File: src/lla_pkg.sv
`timescale 1ns / 1ps
// ----------------------------------------------------------------------------
// lla_pkg - shared types and constants for the life-like automaton row step
// register indexes, reset values and the result entry layout
// ----------------------------------------------------------------------------
package lla_pkg;

   localparam int ROW_BITS          = 64;
   localparam int MAX_WIDTH_DEFAULT = 64;
   localparam int CSR_INDEX_BITS    = 2;
   localparam int CSR_DATA_BITS     = 9;
   localparam int RULE_BITS         = 9;
   localparam int WIDTH_REG_BITS    = 7;

   // register map
   typedef enum logic [CSR_INDEX_BITS-1:0] {
      CSR_ROW_WIDTH    = 2'd0,
      CSR_BIRTH_MASK   = 2'd1,
      CSR_SURVIVE_MASK = 2'd2
   } csr_index_type;

   localparam logic [WIDTH_REG_BITS-1:0] ROW_WIDTH_RESET    = 7'd64;
   localparam logic [RULE_BITS-1:0]      BIRTH_MASK_RESET   = 9'd480;
   localparam logic [RULE_BITS-1:0]      SURVIVE_MASK_RESET = 9'd480;

   // one queued result row
   typedef struct packed {
      logic [ROW_BITS-1:0] cells;
      logic                grid_end;
      logic                run_end;
   } result_type;

endpackage

File: src/life_like_automaton_row_step.sv
`timescale 1ns / 1ps
// ----------------------------------------------------------------------------
// life_like_automaton_row_step - one generation of a life-like automaton
// streams grid rows in, emits next-generation rows one row behind
// ----------------------------------------------------------------------------
//
//   channel | direction | handshake           | payload
//   --------+-----------+---------------------+------------------------------
//   req     | in        | req_valid/req_stall | req_row_cells, req_last_row
//   rsp     | out       | rsp_valid/rsp_stall | rsp_next_cells, rsp_grid_end,
//           |           |                     | rsp_run_end
//   csr     | in        | csr_valid/csr_ready | csr_index, csr_wdata
//
// a row transaction is registered, then the neighbor count and rule lookup
// run combinationally and the results enter a two-entry result queue
// one row per cycle sustained; a bottom row gives two results, and the extra
// one drains while the next grid's top row (which gives none) passes, so the
// input side only waits while rsp_stall leaves no room in the queue for a row's results
// each result is registered in the queue before it reaches the output
// synchronous active-high reset clears the queue, the input register and
// the grid state; rsp_stall backs up through the queue into req_stall
// ----------------------------------------------------------------------------
module life_like_automaton_row_step #(
   parameter int MAX_WIDTH = lla_pkg::MAX_WIDTH_DEFAULT
) (
   input  logic                              clock,
   input  logic                              reset,
   // row input
   input  logic                              req_valid,
   output logic                              req_stall,
   input  logic [lla_pkg::ROW_BITS-1:0]      req_row_cells,
   input  logic                              req_last_row,
   // result output
   output logic                              rsp_valid,
   input  logic                              rsp_stall,
   output logic [lla_pkg::ROW_BITS-1:0]      rsp_next_cells,
   output logic                              rsp_grid_end,
   output logic                              rsp_run_end,
   // register writes
   input  logic                              csr_valid,
   output logic                              csr_ready,
   input  logic [lla_pkg::CSR_INDEX_BITS-1:0] csr_index,
   input  logic [lla_pkg::CSR_DATA_BITS-1:0]  csr_wdata
);
   import lla_pkg::*;

   localparam int WIDTH_BITS = $clog2(MAX_WIDTH + 1);

   // ---------------------------------------------------------------------
   // next generation of the middle row; cells outside the in-use width and
   // the left and right edges count as alive
   // ---------------------------------------------------------------------
   function automatic logic [MAX_WIDTH-1:0] next_row(
      input logic [MAX_WIDTH-1:0] up,
      input logic [MAX_WIDTH-1:0] mid,
      input logic [MAX_WIDTH-1:0] down,
      input logic [MAX_WIDTH-1:0] in_use,
      input logic [RULE_BITS-1:0] birth,
      input logic [RULE_BITS-1:0] survive
   );
      logic [MAX_WIDTH+1:0] up_pad;
      logic [MAX_WIDTH+1:0] mid_pad;
      logic [MAX_WIDTH+1:0] down_pad;
      logic [MAX_WIDTH-1:0] res;
      logic [3:0]           count;
      up_pad   = {1'b1, up   | ~in_use, 1'b1};
      mid_pad  = {1'b1, mid  | ~in_use, 1'b1};
      down_pad = {1'b1, down | ~in_use, 1'b1};
      for (int x = 0; x < MAX_WIDTH; x++) begin
         // pad index x+1 is column x
         count = 4'(up_pad[x])   + 4'(up_pad[x+1])   + 4'(up_pad[x+2])
               + 4'(mid_pad[x])                      + 4'(mid_pad[x+2])
               + 4'(down_pad[x]) + 4'(down_pad[x+1]) + 4'(down_pad[x+2]);
         res[x] = mid_pad[x+1] ? survive[count] : birth[count];
      end
      return res & in_use;
   endfunction

   // ---------------------------------------------------------------------
   // configuration registers, always ready
   // ---------------------------------------------------------------------
   logic [WIDTH_REG_BITS-1:0] row_width_ff;
   logic [RULE_BITS-1:0]      birth_mask_ff;
   logic [RULE_BITS-1:0]      survive_mask_ff;

   assign csr_ready = 1'b1;

   always_ff @(posedge clock) begin
      if (reset) begin
         row_width_ff    <= ROW_WIDTH_RESET;
         birth_mask_ff   <= BIRTH_MASK_RESET;
         survive_mask_ff <= SURVIVE_MASK_RESET;
      end else if (csr_valid && csr_ready) begin
         unique case (csr_index_type'(csr_index))
            CSR_ROW_WIDTH:    row_width_ff    <= csr_wdata[WIDTH_REG_BITS-1:0];
            CSR_BIRTH_MASK:   birth_mask_ff   <= csr_wdata;
            CSR_SURVIVE_MASK: survive_mask_ff <= csr_wdata;
            default: ;  // unmapped index, write dropped
         endcase
      end
   end

   // effective width clamped to 1..MAX_WIDTH, then the in-use cell mask
   logic [WIDTH_BITS-1:0] eff_width;
   logic [MAX_WIDTH-1:0]  use_mask;

   always_comb begin
      priority if (row_width_ff == '0) begin
         eff_width = WIDTH_BITS'(1);
      end else if (row_width_ff > WIDTH_REG_BITS'(MAX_WIDTH)) begin
         eff_width = WIDTH_BITS'(MAX_WIDTH);
      end else begin
         eff_width = WIDTH_BITS'(row_width_ff);
      end
      for (int x = 0; x < MAX_WIDTH; x++) begin
         use_mask[x] = (WIDTH_BITS'(x) < eff_width);
      end
   end

   // ---------------------------------------------------------------------
   // input register
   // ---------------------------------------------------------------------
   logic                 s1_valid_ff;
   logic [MAX_WIDTH-1:0] s1_cells_ff;
   logic                 s1_last_ff;
   logic                 s1_fire;
   logic                 req_take;

   assign req_stall = s1_valid_ff && !s1_fire;
   assign req_take  = req_valid && !req_stall;

   always_ff @(posedge clock) begin
      if (reset) begin
         s1_valid_ff <= 1'b0;
      end else if (req_take) begin
         s1_valid_ff <= 1'b1;
      end else if (s1_fire) begin
         s1_valid_ff <= 1'b0;
      end
   end

   always_ff @(posedge clock) begin
      if (req_take) begin
         s1_cells_ff <= req_row_cells[MAX_WIDTH-1:0];
         s1_last_ff  <= req_last_row;
      end
   end

   // ---------------------------------------------------------------------
   // grid state: row above the pending row, and the pending row itself
   // ---------------------------------------------------------------------
   logic [MAX_WIDTH-1:0] row_above_ff;
   logic [MAX_WIDTH-1:0] row_pending_ff;
   logic                 pend_valid_ff;
   logic [MAX_WIDTH-1:0] above_cur;

   assign above_cur = pend_valid_ff ? row_pending_ff : '1;

   always_ff @(posedge clock) begin
      if (reset) begin
         row_above_ff   <= '1;
         row_pending_ff <= '0;
         pend_valid_ff  <= 1'b0;
      end else if (s1_fire) begin
         if (s1_last_ff) begin
            // bottom row done, back to the top border
            row_above_ff   <= '1;
            row_pending_ff <= '0;
            pend_valid_ff  <= 1'b0;
         end else begin
            row_above_ff   <= above_cur;
            row_pending_ff <= s1_cells_ff;
            pend_valid_ff  <= 1'b1;
         end
      end
   end

   // both possible results of the registered row
   logic [MAX_WIDTH-1:0] res_pend;   // pending row, now that its lower row is here
   logic [MAX_WIDTH-1:0] res_last;   // bottom row against the lower border
   result_type           push0;
   result_type           push1;
   logic [1:0]           push_count;

   assign res_pend = next_row(row_above_ff, row_pending_ff, s1_cells_ff, use_mask,
                              birth_mask_ff, survive_mask_ff);
   assign res_last = next_row(above_cur, s1_cells_ff, '1, use_mask,
                              birth_mask_ff, survive_mask_ff);

   always_comb begin
      push1.cells    = ROW_BITS'(res_last);
      push1.grid_end = 1'b1;
      push1.run_end  = 1'b1;
      if (pend_valid_ff) begin
         push0.cells    = ROW_BITS'(res_pend);
         push0.grid_end = 1'b0;
         push0.run_end  = !s1_last_ff;
      end else begin
         push0 = push1;
      end
      push_count = 2'(pend_valid_ff) + 2'(s1_last_ff);
   end

   // ---------------------------------------------------------------------
   // two-entry result queue, head at entry 0
   // ---------------------------------------------------------------------
   result_type queue_ff [2];
   result_type queue_in [2];
   logic [1:0] count_ff;
   logic [1:0] count_in;
   logic [1:0] count_pop;
   logic       rsp_pop;

   assign rsp_valid = (count_ff != 2'd0);
   assign rsp_pop   = rsp_valid && !rsp_stall;
   assign count_pop = count_ff - 2'(rsp_pop);
   // the row moves on once the queue has room for all of its results
   assign s1_fire   = s1_valid_ff && (3'(push_count) <= 3'd2 - 3'(count_pop));

   always_comb begin
      queue_in[0] = rsp_pop ? queue_ff[1] : queue_ff[0];
      queue_in[1] = queue_ff[1];
      for (int i = 0; i < 2; i++) begin
         if (s1_fire && push_count != 2'd0 && 2'(i) == count_pop) begin
            queue_in[i] = push0;
         end
         if (s1_fire && push_count == 2'd2 && 2'(i) == count_pop + 2'd1) begin
            queue_in[i] = push1;
         end
      end
      count_in = count_pop + (s1_fire ? push_count : 2'd0);
   end

   always_ff @(posedge clock) begin
      if (reset) begin
         count_ff <= 2'd0;
      end else begin
         count_ff <= count_in;
      end
   end

   always_ff @(posedge clock) begin
      queue_ff <= queue_in;
   end

   assign rsp_next_cells = queue_ff[0].cells;
   assign rsp_grid_end   = queue_ff[0].grid_end;
   assign rsp_run_end    = queue_ff[0].run_end;

   // ---------------------------------------------------------------------
   // checks
   // ---------------------------------------------------------------------
   a_queue_bound: assert property (@(posedge clock) disable iff (reset)
      count_ff <= 2'd2)
      else $error("result queue over two entries");

   a_first_row_moves: assert property (@(posedge clock) disable iff (reset)
      s1_valid_ff && push_count == 2'd0 |-> s1_fire)
      else $error("row without results held back");

   a_grid_restart: assert property (@(posedge clock) disable iff (reset)
      s1_fire && s1_last_ff |=> !pend_valid_ff && row_above_ff == '1)
      else $error("grid state not back at top border after bottom row");

   a_grid_end_closes: assert property (@(posedge clock) disable iff (reset)
      rsp_valid && rsp_grid_end |-> rsp_run_end)
      else $error("bottom row result not marked as final");

   a_count_moves: assert property (@(posedge clock) disable iff (reset)
      !s1_fire && rsp_pop |=> count_ff == $past(count_ff) - 2'd1)
      else $error("queue count out of step with transactions");

endmodule

File: config.mk
export PLATFORM = sky130hd
export DESIGN_NAME = life_like_automaton_row_step
export DESIGN_NICKNAME = d
export VERILOG_FILES = /design/src/lla_pkg.sv /design/src/life_like_automaton_row_step.sv
export SDC_FILE = /design/constraint.sdc
export NUM_CORES = 2
export LEC_CHECK = 0
export BUFFER_PORTS_ARGS = -buffer_cell sky130_fd_sc_hd__clkbuf_2
export CAP_MARGIN = 10
export CORE_AREA = 5 5 369 371
export CTS_BUF_LIST = sky130_fd_sc_hd__clkbuf_8
export DETAILED_ROUTE_END_ITERATION = 10
export DIE_AREA = 0 0 374 376
export MAX_ROUTING_LAYER = met4
export PLACE_DENSITY = 0.56
export SLEW_MARGIN = 30
export SYNTH_ARGS = -nofsm -noshare
export SYNTH_HDL_FRONTEND = slang
export SYNTH_SLANG_ARGS = --single-unit
File: constraint.sdc
create_clock -name clock -period 12.4 [get_ports clock]
set_input_delay 2.48 -clock clock [delete_from_list [all_inputs] [get_ports clock]]
set_output_delay 2.48 -clock clock [all_outputs]
set_load 0.1 [all_outputs]
==> impl_metrics.ini <==
[timing]
tightestPinTransition_ns = 1.089
final.period_utilization_pct = 63.27
grt_setup_unrepaired = false
clock.fmax_mhz = 127.5
final-hold-violation-count = 0
finalMaxSlewViolations = 0
fin_setup_tns_ns = 0
final_period_minus_worst_setup_slack_ns = 7.845
final-setup-viol-count = 0
maxSlewHeadroom_pct = 27.39
finalClockSkew_ns = 0.02987

[global_route]
initial_antenna_violation_count = 5
global_router_s_overall_resource_usage_pct = 29.12
grt_start_max_net_pins = 114
via_count_of_the_first_global_routing_pass = 45100
wire_length_of_the_first_global_routing_pass_um = 300400
overflow = 0

[setup_path]
worst_ep_arrival_time_ns = 5.37
startpoint_type = input pin
timing.critical_path.required_ns = 9.92
timing.critical_path.to_type = output port
critical_path_peak_fanout = 8
setup.reg_to_reg.worst_slack_ns = 5.70
crit_path_category = in2out

[layout]
finish.cell_count_without_fillers = 6886
final_core_util_pct = 43.83
finish.net_count = 5958
area_delta_synth_final_pct = 5.572
layout-drive-gt1-share_pct = 21.30
fin_area_um2 = 58130

[floorplanning]
die-area_um2 = 140600
dieWidth_um = 374
die_y_um = 376
row_count = 134
boundaryPins = 150
floorplan.initialDensity_pct = 41.52
coreArea_um2 = 132600

[clock_network]
cts_tree = built
post_cts.resized_instances = 0
cts_clk_pin_slew_worst_paths_ns = 0.06
post-cts-setup-buffer-count = 0
clock_tree.htree_level_count = 3
cts-buffers-inserted = 80
clock_latency_ns = 0.79
clockRootBuffer = clkbuf_8
clock_path_buffers = 3
post_cts_hold_buffer_count = 0
numClockSinks = 354

[flow_run]
reported_max_cap_violation_count = 0

[placement]
postPlaceCellArea_um2 = 56420
placed_cells = 6728
gp_routability_congestion = 0.8844
place.port_buffers = 148
place.detailed.hpwl_um = 129500

[synthesis]
syn_inst = 5267
count_of_flip_flops_with_a_built_in_enable_after_synthesis = 193
ys_seq_area_share_pct = 16.38
ys_types = 94
main_flop_type_after_synthesis = edfxtp_1
synth_nets = 6183
syn-mean-instance-area_um2 = 10.45
synth-warning-count = 0
syn_area_um2 = 55060
synth_seq_cells = 354
ys_async_sr_fraction_pct = 0

[route]
drtAntennaViolNets = 0
dr.first_iter.drc_count = 4709
num_vias = 44890
1st_pass_router_iterations = 5
detail_route.wirelength_um = 203300
post_drt_via_cell_ratio = 6.519
drc = 0
detail_route.wl_per_cell_um = 29.53

[status]
run_status = finished clean

[hold_path]
min-delay-path-class = reg2reg
==> placed cells by master, fill, tap and decap left out, types with 51 or more instances in the layout <==
cell type / count
a21oi_1: 186
nand2b_1: 129
edfxtp_1: 193
mux2i_1: 156
xor2_1: 98
inv_1: 646
clkbuf_8: 83
nand3_1: 54
nand2_1: 264
a22oi_1: 52
nor3_1: 52
mux4_2: 539
a21o_1: 65
dfxtp_1: 141
and3_1: 59
buf_4: 51
o22ai_1: 103
or2_2: 115
or3_1: 65
nor2_1: 256
clkbuf_2: 147
ha_1: 459
fa_1: 376
o21ai_0: 77
==> Yosys cell counts (23+ instances only) <==
library cell / n / area (um2)
or3_1: 65 / 406.6
nor2b_1: 37 / 231.5
and3_1: 60 / 375.4
clkbuf_1: 381 / 1430
fa_1: 376 / 7527
xor2_1: 98 / 858.3
a21oi_1: 188 / 940.9
nand3_1: 56 / 280.3
a22o_1: 27 / 236.5
xnor2_1: 29 / 254.0
o22ai_1: 103 / 644.4
nor3b_1: 26 / 195.2
nor4_1: 23 / 143.9
buf_4: 67 / 503.0
inv_1: 635 / 2384
buf_1: 25 / 93.84
o21ai_0: 80 / 400.4
a22oi_1: 52 / 390.4
nand2_1: 267 / 1002
dfxtp_1: 161 / 3223
o211ai_1: 26 / 195.2
or2_2: 115 / 719.4
a211oi_1: 24 / 180.2
nand2b_1: 129 / 807.0
mux4_2: 539 / 12140
nor2_1: 259 / 972.2
mux2i_1: 156 / 1562
mux4_1: 29 / 762.0
a21o_1: 65 / 488.0
nor3_1: 55 / 275.3
edfxtp_1: 193 / 5796
mux2_2: 42 / 473.0
a31oi_1: 35 / 219.0
ha_1: 459 / 5743
==> routing by layer <==
metal	global-route usage, %	routed length (um)	up-vias
met5	-	0	-
met4	13.01	11090	0
met3	6.025	20230	605
met2	44.87	91950	2637
met1	37.27	80040	22940
li1	-	-	18710
==> sequential cells by signal, indices dropped and copies added (netlist names) <==
signal	cells
rsp_next_cells	64
s1_cells_ff	64
s1_last_ff	1
rsp_run_end	1
count_ff	2
row_above_ff	64
birth_mask_ff	9
row_pending_ff	64
s1_valid_ff	1
row_width_ff	7
rsp_grid_end	1
pend_valid_ff	1
queue_ff	66
survive_mask_ff	9
==> worst max-delay path, stage by stage <==
cell,delay (ns)
clkbuf_2,0.17
nor2_1,0.11
ha_1,0.24
xnor2_1,0.36
ha_1,0.32
ha_1,0.29
a21oi_1,0.17
o21a_1,0.37
nand2_1,0.24
inv_1,0.14
clkbuf_2,0.46
==> cells by family (layout without fill, tap and decap cells) <==
kind of cell    count (synthesis)  in the layout  share of synthesized area, %
simple gates                 1206           1206                         11.46
buf+inv                      1158           1000                         8.742
fa+ha+maj                     835            835                         24.10
compound gates                819            819                         10.13
mux                           767            767                         27.15
flops                         354            354                         16.38
xor+xnor                      127            127                         2.020
other cells                     1             10                      0.006811
==> layout make-up <==
type	count	area, um2
multi-input combinational	3755	41370
tap	1768	2212
inverter	639	2400
clock buffer	83	1142
sequential	354	9089
timing repair buffer	212	1373
fill	12440	74490
clock inverter	66	519.2
antenna	9	22.52
==> stage by stage <==
step           hold WS (ns)  setup slack [ns]
2_1_floorplan        0.4179             4.718
3_3_place_gp         0.4315             4.564
3_5_place_dp         0.4373             4.568
4_1_cts              0.4481             4.558
5_1_grt              0.4745             4.414
6_report             0.4509             4.555
==> path summary, 6_finish.rpt <==
path	cells after the start	from	to
max	11	rsp_stall	req_stall
min reg2reg	2	queue_ff[1]	queue_ff[1]
min	2	queue_ff[1]	queue_ff[1]
max reg2reg	18	row_width_ff[4]	rsp_next_cells[21]
Power is not shown: default switching activity piles up to over one toggle a cycle in this logic, so the estimate is an artifact.
